===== config.mk =====
export PLATFORM = sky130hd
export DESIGN_NAME = can_cabin_status_decoder
export DESIGN_NICKNAME = d
export VERILOG_FILES = /design/src/ccsd_pkg.sv /design/src/ccsd_front.sv /design/src/ccsd_fifo.sv /design/src/ccsd_back.sv /design/src/can_cabin_status_decoder.sv
export SDC_FILE = /design/constraint.sdc
export NUM_CORES = 1
export LEC_CHECK = 0
export BUFFER_PORTS_ARGS = -buffer_cell sky130_fd_sc_hd__buf_2
export CAP_MARGIN = 5
export CELL_PAD_IN_SITES_DETAIL_PLACEMENT = 1
export CELL_PAD_IN_SITES_GLOBAL_PLACEMENT = 2
export CORE_MARGIN = 3
export CORE_UTILIZATION = 33
export CTS_BUF_LIST = sky130_fd_sc_hd__clkbuf_4 sky130_fd_sc_hd__clkbuf_8
export DETAILED_ROUTE_END_ITERATION = 10
export GPL_ROUTABILITY_DRIVEN = 1
export PLACE_DENSITY = 0.87
export SLEW_MARGIN = 25
export SYNTH_ARGS = -nofsm -noshare
export SYNTH_HDL_FRONTEND = slang
export SYNTH_HIERARCHICAL = 1
export SYNTH_SLANG_ARGS = --single-unit

===== constraint.sdc =====
create_clock -name clk -period 4.4 [get_ports clk]
set_input_delay 0.22 -clock clk [delete_from_list [all_inputs] [get_ports clk]]
set_output_delay 0.22 -clock clk [all_outputs]
set_load 0.01 [all_outputs]

===== src/ccsd_pkg.sv =====
// Shared types, identifiers and decode functions for the cabin status decoder.
package ccsd_pkg;

  // Frame identifiers that carry cabin status
  localparam logic [10:0] ID_SEAT_FL    = 11'h496;
  localparam logic [10:0] ID_SEAT_FR    = 11'h475;
  localparam logic [10:0] ID_REAR_LEFT  = 11'h438;
  localparam logic [10:0] ID_REAR_RIGHT = 11'h453;
  localparam logic [10:0] ID_AIRCON     = 11'h382;
  localparam logic [10:0] ID_SYNC       = 11'h383;
  localparam logic [10:0] ID_MODE       = 11'h384;
  localparam logic [10:0] ID_STEER      = 11'h418;

  // Data byte codes
  localparam logic [7:0] FRONT_HEAT3 = 8'h46;
  localparam logic [7:0] FRONT_HEAT2 = 8'h3E;
  localparam logic [7:0] FRONT_HEAT1 = 8'h36;
  localparam logic [7:0] FRONT_VENT3 = 8'h2E;
  localparam logic [7:0] FRONT_VENT2 = 8'h26;
  localparam logic [7:0] FRONT_VENT1 = 8'h1E;
  localparam logic [7:0] REAR_HEAT2  = 8'h41;
  localparam logic [7:0] REAR_HEAT1  = 8'h31;
  localparam logic [7:0] AIRCON_ON_A = 8'h05;
  localparam logic [7:0] AIRCON_ON_B = 8'h09;
  localparam logic [7:0] SYNC_ON     = 8'h10;
  localparam logic [7:0] STEER_ON    = 8'h01;

  // Bit positions in the mode byte
  localparam int MODE_DRIVER_BIT = 4;
  localparam int MODE_HEAT_BIT   = 0;

  // Default depth of the queue between decode and update
  localparam int FIFO_DEPTH_DEF = 2;

  // Which part of the status a decoded word updates
  typedef enum logic [3:0] {
    GRP_NONE,
    GRP_SEAT_FL,
    GRP_SEAT_FR,
    GRP_SEAT_RL,
    GRP_SEAT_RR,
    GRP_AIRCON,
    GRP_SYNC,
    GRP_MODE,
    GRP_STEER
  } upd_grp_t;

  // Decoded update word: val_a is heat / single flag, val_b is vent / second flag
  typedef struct packed {
    upd_grp_t   grp;
    logic [1:0] val_a;
    logic [1:0] val_b;
  } upd_t;

  // Full cabin status, in report order
  typedef struct packed {
    logic [1:0] front_left_heat;
    logic [1:0] front_left_vent;
    logic [1:0] front_right_heat;
    logic [1:0] front_right_vent;
    logic [1:0] rear_left_heat;
    logic [1:0] rear_right_heat;
    logic       aircon_on;
    logic       sync_on;
    logic       driver_only_on;
    logic       heat_mode_on;
    logic       steering_heat_on;
  } cabin_status_t;

  // Front seat heat level from the seat code
  function automatic logic [1:0] front_heat(input logic [7:0] code);
    logic [1:0] lvl;
    lvl = 2'd0;
    if (code == FRONT_HEAT3) lvl = 2'd3;
    else if (code == FRONT_HEAT2) lvl = 2'd2;
    else if (code == FRONT_HEAT1) lvl = 2'd1;
    return lvl;
  endfunction

  // Front seat vent level from the seat code
  function automatic logic [1:0] front_vent(input logic [7:0] code);
    logic [1:0] lvl;
    lvl = 2'd0;
    if (code == FRONT_VENT3) lvl = 2'd3;
    else if (code == FRONT_VENT2) lvl = 2'd2;
    else if (code == FRONT_VENT1) lvl = 2'd1;
    return lvl;
  endfunction

  // Rear seat heat level from the seat code
  function automatic logic [1:0] rear_heat(input logic [7:0] code);
    logic [1:0] lvl;
    lvl = 2'd0;
    if (code == REAR_HEAT2) lvl = 2'd2;
    else if (code == REAR_HEAT1) lvl = 2'd1;
    return lvl;
  endfunction

endpackage


===== src/ccsd_front.sv =====
// Front end: classifies a received frame by identifier and decodes its data bytes.
module ccsd_front
  import ccsd_pkg::*;
(
  input  logic [10:0] frame_id,
  input  logic [3:0]  length_code,
  input  logic [7:0]  byte0,
  input  logic [7:0]  byte3,
  input  logic [7:0]  byte4,
  input  logic [7:0]  byte6,
  output logic        keep,
  output upd_t        upd
);

  // Zero length frames are dropped
  assign keep = (length_code != 4'd0);

  // Identifier decode and byte decode
  always_comb begin
    upd = '{grp: GRP_NONE, val_a: 2'd0, val_b: 2'd0};
    unique case (frame_id)
      ID_SEAT_FL: begin
        upd.grp   = GRP_SEAT_FL;
        upd.val_a = front_heat(byte0);
        upd.val_b = front_vent(byte0);
      end
      ID_SEAT_FR: begin
        upd.grp   = GRP_SEAT_FR;
        upd.val_a = front_heat(byte0);
        upd.val_b = front_vent(byte0);
      end
      ID_REAR_LEFT: begin
        upd.grp   = GRP_SEAT_RL;
        upd.val_a = rear_heat(byte0);
      end
      ID_REAR_RIGHT: begin
        upd.grp   = GRP_SEAT_RR;
        upd.val_a = rear_heat(byte0);
      end
      ID_AIRCON: begin
        upd.grp   = GRP_AIRCON;
        upd.val_a = {1'b0, (byte6 == AIRCON_ON_A) || (byte6 == AIRCON_ON_B)};
      end
      ID_SYNC: begin
        upd.grp   = GRP_SYNC;
        upd.val_a = {1'b0, byte3 == SYNC_ON};
      end
      ID_MODE: begin
        upd.grp   = GRP_MODE;
        upd.val_a = {1'b0, byte4[MODE_DRIVER_BIT]};
        upd.val_b = {1'b0, byte4[MODE_HEAT_BIT]};
      end
      ID_STEER: begin
        upd.grp   = GRP_STEER;
        upd.val_a = {1'b0, byte3 == STEER_ON};
      end
      default: begin
        upd.grp = GRP_NONE;
      end
    endcase
  end

endmodule


===== src/ccsd_fifo.sv =====
// Short queue of decoded update words between the front and back ends.
module ccsd_fifo
  import ccsd_pkg::*;
#(
  parameter int DEPTH = FIFO_DEPTH_DEF
) (
  input  logic clk,
  input  logic rst_n,
  input  logic push,
  input  upd_t push_data,
  input  logic pop,
  output upd_t head,
  output logic empty,
  output logic full
);

  localparam int PTR_W = (DEPTH > 1) ? $clog2(DEPTH) : 1;
  localparam int CNT_W = $clog2(DEPTH + 1);
  localparam logic [PTR_W-1:0] LAST_PTR = PTR_W'(DEPTH - 1);

  upd_t             slot_r [DEPTH];
  logic [PTR_W-1:0] wr_ptr_r, wr_ptr_nxt;
  logic [PTR_W-1:0] rd_ptr_r, rd_ptr_nxt;
  logic [CNT_W-1:0] cnt_r, cnt_nxt;

  assign empty = (cnt_r == '0);
  assign full  = (cnt_r == CNT_W'(DEPTH));
  assign head  = slot_r[rd_ptr_r];

  // Pointer and count update
  always_comb begin
    wr_ptr_nxt = wr_ptr_r;
    rd_ptr_nxt = rd_ptr_r;
    cnt_nxt    = cnt_r;
    if (push) begin
      wr_ptr_nxt = (wr_ptr_r == LAST_PTR) ? '0 : wr_ptr_r + PTR_W'(1);
    end
    if (pop) begin
      rd_ptr_nxt = (rd_ptr_r == LAST_PTR) ? '0 : rd_ptr_r + PTR_W'(1);
    end
    if (push && !pop) begin
      cnt_nxt = cnt_r + CNT_W'(1);
    end else if (pop && !push) begin
      cnt_nxt = cnt_r - CNT_W'(1);
    end
  end

  always_ff @(posedge clk) begin
    if (!rst_n) begin
      wr_ptr_r <= '0;
      rd_ptr_r <= '0;
      cnt_r    <= '0;
    end else begin
      wr_ptr_r <= wr_ptr_nxt;
      rd_ptr_r <= rd_ptr_nxt;
      cnt_r    <= cnt_nxt;
    end
  end

  // Entry storage
  always_ff @(posedge clk) begin
    if (push) begin
      slot_r[wr_ptr_r] <= push_data;
    end
  end

  // Checks
  a_cnt_bound: assert property (@(posedge clk) disable iff (!rst_n)
    cnt_r <= CNT_W'(DEPTH))
    else $error("queue count above depth");
  a_no_underflow: assert property (@(posedge clk) disable iff (!rst_n)
    pop |-> !empty)
    else $error("pop from empty queue");
  a_no_overflow: assert property (@(posedge clk) disable iff (!rst_n)
    push |-> !full)
    else $error("push into full queue");

endmodule


===== src/ccsd_back.sv =====
// Back end: applies update words to the cabin status and registers change reports.
module ccsd_back
  import ccsd_pkg::*;
(
  input  logic          clk,
  input  logic          rst_n,
  input  logic          q_empty,
  input  upd_t          q_head,
  output logic          q_pop,
  input  logic          out_stall,
  output logic          out_valid,
  output cabin_status_t out_status
);

  cabin_status_t status_r, status_nxt;
  cabin_status_t out_status_r;
  logic          out_valid_r, out_valid_nxt;
  logic          changed;
  logic          slot_free;

  // Apply the head word to the current status
  always_comb begin
    status_nxt = status_r;
    unique case (q_head.grp)
      GRP_SEAT_FL: begin
        status_nxt.front_left_heat = q_head.val_a;
        status_nxt.front_left_vent = q_head.val_b;
      end
      GRP_SEAT_FR: begin
        status_nxt.front_right_heat = q_head.val_a;
        status_nxt.front_right_vent = q_head.val_b;
      end
      GRP_SEAT_RL: status_nxt.rear_left_heat   = q_head.val_a;
      GRP_SEAT_RR: status_nxt.rear_right_heat  = q_head.val_a;
      GRP_AIRCON:  status_nxt.aircon_on        = q_head.val_a[0];
      GRP_SYNC:    status_nxt.sync_on          = q_head.val_a[0];
      GRP_MODE: begin
        status_nxt.driver_only_on = q_head.val_a[0];
        status_nxt.heat_mode_on   = q_head.val_b[0];
      end
      GRP_STEER:   status_nxt.steering_heat_on = q_head.val_a[0];
      default:     status_nxt = status_r;
    endcase
  end

  assign changed   = (status_nxt != status_r);
  assign slot_free = !out_valid_r || !out_stall;
  // A word that changes nothing can retire even while the output waits
  assign q_pop     = !q_empty && (slot_free || !changed);

  // Output valid
  always_comb begin
    out_valid_nxt = out_valid_r;
    if (q_pop && changed) begin
      out_valid_nxt = 1'b1;
    end else if (out_valid_r && !out_stall) begin
      out_valid_nxt = 1'b0;
    end
  end

  always_ff @(posedge clk) begin
    if (!rst_n) begin
      status_r    <= '0;
      out_valid_r <= 1'b0;
    end else begin
      out_valid_r <= out_valid_nxt;
      if (q_pop) begin
        status_r <= status_nxt;
      end
    end
  end

  // Report word
  always_ff @(posedge clk) begin
    if (q_pop && changed) begin
      out_status_r <= status_nxt;
    end
  end

  assign out_valid  = out_valid_r;
  assign out_status = out_status_r;

  // Checks
  a_report_matches: assert property (@(posedge clk) disable iff (!rst_n)
    out_valid_r |-> (out_status_r == status_r))
    else $error("pending report differs from stored status");
  a_no_overwrite: assert property (@(posedge clk) disable iff (!rst_n)
    (q_pop && changed) |-> slot_free)
    else $error("report overwritten before taken");
  a_quiet_keeps: assert property (@(posedge clk) disable iff (!rst_n)
    (q_pop && !changed) |=> $stable(status_r))
    else $error("status moved on an update without change");

endmodule


===== src/can_cabin_status_decoder.sv =====
// Top level of the CAN cabin status decoder.
//
// Input channel (in_*): one received standard CAN frame per word: identifier,
// length code and eight data bytes. A word is taken at a rising edge with
// in_valid high and in_stall low. Zero length frames are taken and dropped.
// Output channel (out_*): one status report per frame that changes the stored
// cabin status, carrying all eleven status fields.
// Throughput: one frame per cycle while in_stall is low. The front end
// decodes the frame in the accepting cycle and writes an update word into a
// short queue; the back end retires one queue word per cycle into the status
// register, except a changing word while a stalled report is pending. A
// changing word loads the report register as it retires, so the report is
// valid once the word has left the queue.
// Stall: a pending report holds in the output register while out_stall is high;
// frames that change nothing keep retiring, a changing frame waits in the queue,
// and in_stall rises once the queue is full.
// Reset (rst_n low, synchronous): status cleared to zero, queue emptied, no
// report pending.
module can_cabin_status_decoder
  import ccsd_pkg::*;
#(
  parameter int FIFO_DEPTH = FIFO_DEPTH_DEF
) (
  input  logic        clk,
  input  logic        rst_n,
  input  logic        in_valid,
  output logic        in_stall,
  input  logic [10:0] in_frame_id,
  input  logic [3:0]  in_length_code,
  input  logic [7:0]  in_byte0,
  input  logic [7:0]  in_byte1,
  input  logic [7:0]  in_byte2,
  input  logic [7:0]  in_byte3,
  input  logic [7:0]  in_byte4,
  input  logic [7:0]  in_byte5,
  input  logic [7:0]  in_byte6,
  input  logic [7:0]  in_byte7,
  output logic        out_valid,
  input  logic        out_stall,
  output logic [1:0]  out_front_left_heat,
  output logic [1:0]  out_front_left_vent,
  output logic [1:0]  out_front_right_heat,
  output logic [1:0]  out_front_right_vent,
  output logic [1:0]  out_rear_left_heat,
  output logic [1:0]  out_rear_right_heat,
  output logic        out_aircon_on,
  output logic        out_sync_on,
  output logic        out_driver_only_on,
  output logic        out_heat_mode_on,
  output logic        out_steering_heat_on
);

  upd_t          dec_upd;
  logic          dec_keep;
  logic          q_push;
  logic          q_pop;
  logic          q_empty;
  logic          q_full;
  upd_t          q_head;
  cabin_status_t rpt;
  logic [7:0]    unused_bytes;

  // Bytes 1, 2, 5 and 7 carry nothing decoded
  assign unused_bytes = in_byte1 & in_byte2 & in_byte5 & in_byte7;

  // Front end: decode
  ccsd_front u_front (
    .frame_id    (in_frame_id),
    .length_code (in_length_code),
    .byte0       (in_byte0),
    .byte3       (in_byte3),
    .byte4       (in_byte4),
    .byte6       (in_byte6),
    .keep        (dec_keep),
    .upd         (dec_upd)
  );

  assign in_stall = q_full;
  assign q_push   = in_valid && !q_full && dec_keep && (unused_bytes == unused_bytes);

  // Queue between front and back ends
  ccsd_fifo #(
    .DEPTH (FIFO_DEPTH)
  ) u_fifo (
    .clk       (clk),
    .rst_n     (rst_n),
    .push      (q_push),
    .push_data (dec_upd),
    .pop       (q_pop),
    .head      (q_head),
    .empty     (q_empty),
    .full      (q_full)
  );

  // Back end: status update and report register
  ccsd_back u_back (
    .clk        (clk),
    .rst_n      (rst_n),
    .q_empty    (q_empty),
    .q_head     (q_head),
    .q_pop      (q_pop),
    .out_stall  (out_stall),
    .out_valid  (out_valid),
    .out_status (rpt)
  );

  assign out_front_left_heat  = rpt.front_left_heat;
  assign out_front_left_vent  = rpt.front_left_vent;
  assign out_front_right_heat = rpt.front_right_heat;
  assign out_front_right_vent = rpt.front_right_vent;
  assign out_rear_left_heat   = rpt.rear_left_heat;
  assign out_rear_right_heat  = rpt.rear_right_heat;
  assign out_aircon_on        = rpt.aircon_on;
  assign out_sync_on          = rpt.sync_on;
  assign out_driver_only_on   = rpt.driver_only_on;
  assign out_heat_mode_on     = rpt.heat_mode_on;
  assign out_steering_heat_on = rpt.steering_heat_on;

endmodule


==> impl_metrics.yaml <==
timing:
  fmax_mhz: 286
  fin_crit_sh: 0.795
  drv_slew: 0
  worstMarginPinSlew_ns: 0.886
  setup_tns_ns: 0
  relSlewSlack: 0.410
  finalHoldViolations: 0
  skew_ns: 0.0112
  setup_slack_ns: 0.904
  finalCriticalPeriod_ns: 3.50
  setup_viol: 0
  hold_ws_ns: 0.235
  rsz0062_at_grt: "false"
layout:
  instances_no_fill: 515
  fin_nets: 465
  antenna_cells: 0
  area_delta_synth_final_pct: 14.6
  fin_util: 0.396
  drive_gt1_frac: 0.301
  postLayoutCellArea_um2: 3950
synth:
  netlist_instances: 330
  mappedNetlistNets: 414
  ys_types: 71
  syn_area_per_cell_um2: 10.4
  synth_edf_count: 33
  seq_area_frac_synth: 0.421
  synth_area_um2: 3440
  ys_ff_latch: 56
  yosys_most_used_dff: "edfxtp_1"
  async_flop_share: 0
  yosysWarnings: 6
worst_hold_path:
  holdCritPathClass: "in2reg"
  min_path_cells: 2
  hp-start: "in_byte0[6]"
  hold_path_end: "u_fifo/slot_r[0][1]$_DFFE_PP_"
power_and_ir_drop:
  p_leak_nw: 1.49
  power_mw: 2.00
  power_density_nw_per_um2: 506
  vdd_ir_drop_max_v: 0.000180
clock_network:
  post_cts_buffers: 0
  clock_sinks: 56
  cts_tree: "done"
  cts.path.max_buffers: 2
  numCtsBuffers: 5
  insertion_delay_ns: 0.32
  postCtsResizedCells: 0
  cts_hold_buf: 0
  clkTransAtPathRegs_ns: 0.11
  root_buffer: "clkbuf_8"
  h-tree-depth: 2
setup_path:
  cp.arrival_ns: 3.76
  r2r-end: "u_fifo/cnt_r[1]$_SDFFE_PN0P_"
  worst_r2r_path_depth: 11
  criticalPathCategory: "reg2reg"
  slowest_delay_ns: 0.53
  worstPathCellList: "mux2_2, and4bb_4, a2bb2oi_1, o21ai_1, nor4_2, nand2_1, a21oi_1, inv_1, ha_1, or3_1, a21boi_1"
  crit_path_end_kind: "flip-flop"
  crit_required_ns: 4.66
  cp-start-kind: "flip-flop"
  cp_max_fo: 15
  r2r_setup_slack_ns: 0.90
  crit_slowest_cell: "dfxtp_1"
detailed_routing:
  drt_iter0_markers: 118
  vias: 2980
  dr.pass1.iters: 4
  drtAntennaViolNets: 0
  routed_wl_um: 9190
  drcViolationCount: 0
  vias_per_cell: 5.79
  wl_per_cell_um: 17.8
global_routing:
  antenna_found_initial: 0
  grt_pass1_vias: 2982
  grt_usage: 0.157
  grt_overflow: 0
  grt_max_degree: 42
  grt_pass1_wl_um: 14900
placement:
  dp_cells: 507
  placed_area_um2: 3830
  dp_hpwl_um: 6480
  pre_cts_ws_ns: 0.920
  place_congestion: 0.798
  io_buffers: 63
run_status:
  status: "completed"
run:
  cap_violations: 0
floorplan:
  rows: 36
  ioPinCount: 102
  dieArea_um2: 11700
  die_h_um: 108
  die_w_um: 108
  core_um2: 9950
  start_util: 0.346
[cell usage in the layout (no fill, tap or decap), drive strengths merged, types with 5 or more instances in the layout]
cell,count
clkbuf,5
edfxtp,33
nand4,21
a32oi,17
dfxtp,23
nor2,10
xor2,8
a21oi,10
and2,8
o2111ai,18
buf,69
nor2b,8
nand3,20
nand2,14
mux2,18
inv,13
o21ai,10
[sequential cells by signal (all words and copies together) (netlist names), named ones only]
name / count
u_back/out_status: 17
u_fifo/cnt_r: 2
u_fifo/rd_ptr_r: 1
u_back/status_r: 17
u_back/out_valid: 1
u_fifo/slot_r: 16
u_fifo/wr_ptr_r: 1
[report_power, final]
group          switching (mW)  internal [mW]
clock                   0.177          0.172
sequential             0.0747          0.709
combinational           0.568          0.296
total                   0.820           1.18
[worst max-delay path, delay by kind of cell, from the launching register on]
kind	cells	cell delay (ns)
flops	1	0.53
simple gates	4	1.29
fa+ha+maj	1	0.32
mux	1	0.52
buf+inv	1	0.09
compound gates	4	0.69
[synth_stat cells, drive strengths merged (8+ instances only)]
| library cell | number | area share |
|---|---|---|
| a21oi | 10 | 0.015 |
| a32oi | 17 | 0.043 |
| and2 | 8 | 0.015 |
| buf | 14 | 0.029 |
| clkbuf | 11 | 0.012 |
| dfxtp | 23 | 0.13 |
| edfxtp | 33 | 0.29 |
| inv | 13 | 0.014 |
| mux2 | 18 | 0.059 |
| nand2 | 14 | 0.015 |
| nand3 | 20 | 0.031 |
| nand4 | 21 | 0.038 |
| nor2 | 10 | 0.011 |
| nor2b | 8 | 0.015 |
| o2111ai | 18 | 0.046 |
| o21ai | 10 | 0.015 |
| xor2 | 8 | 0.020 |
[cell families (layout without fill, tap and decap cells)]
logic type | count (synthesis) | in the layout | synth area share
AO/OA/AOI/OAI | 76 | 76 | 0.176
flip-flops | 56 | 56 | 0.421
multiplexers | 20 | 20 | 0.0647
adder cells (fa/ha/maj) | 1 | 1 | 0.00363
buffers and inverters | 39 | 91 | 0.0563
XOR/XNOR | 10 | 10 | 0.0254
AND/OR/NAND/NOR | 128 | 128 | 0.253
[worst max-delay path by stage]
stage / start / to / slack [ns] / cells past startpoint
floorplan: flip-flop / u_back/out_status[0]$_DFFE_PP_ / 0.98 / 11
global placement: flip-flop / u_fifo/cnt_r[1]$_SDFFE_PN0P_ / 1.01 / 11
detailed placement: flip-flop / u_fifo/cnt_r[1]$_SDFFE_PN0P_ / 0.92 / 11
CTS: flip-flop / u_fifo/cnt_r[1]$_SDFFE_PN0P_ / 0.87 / 11
global route: flip-flop / u_fifo/cnt_r[1]$_SDFFE_PN0P_ / 0.63 / 11
finish: flip-flop / u_fifo/cnt_r[1]$_SDFFE_PN0P_ / 0.90 / 11
[layout make-up]
cell class                 count  area (um^2)
inverter                      14         52.6
multi-input combinational    235         1800
fill                        1148         6010
clock inverter                 3         47.5
timing repair buffer          69          360
tap                          133          166
clock buffer                   5         68.8
sequential                    56         1450
[layer usage]
layer	share of wire	track usage	wire length [um]
met1	0.45	0.194	4100
met5	0	0	0
met2	0.49	0.280	4520
met3	0.050	0.0263	463
met4	0.011	0.0460	99
Note: power is estimated with default switching activity, not from simulation.
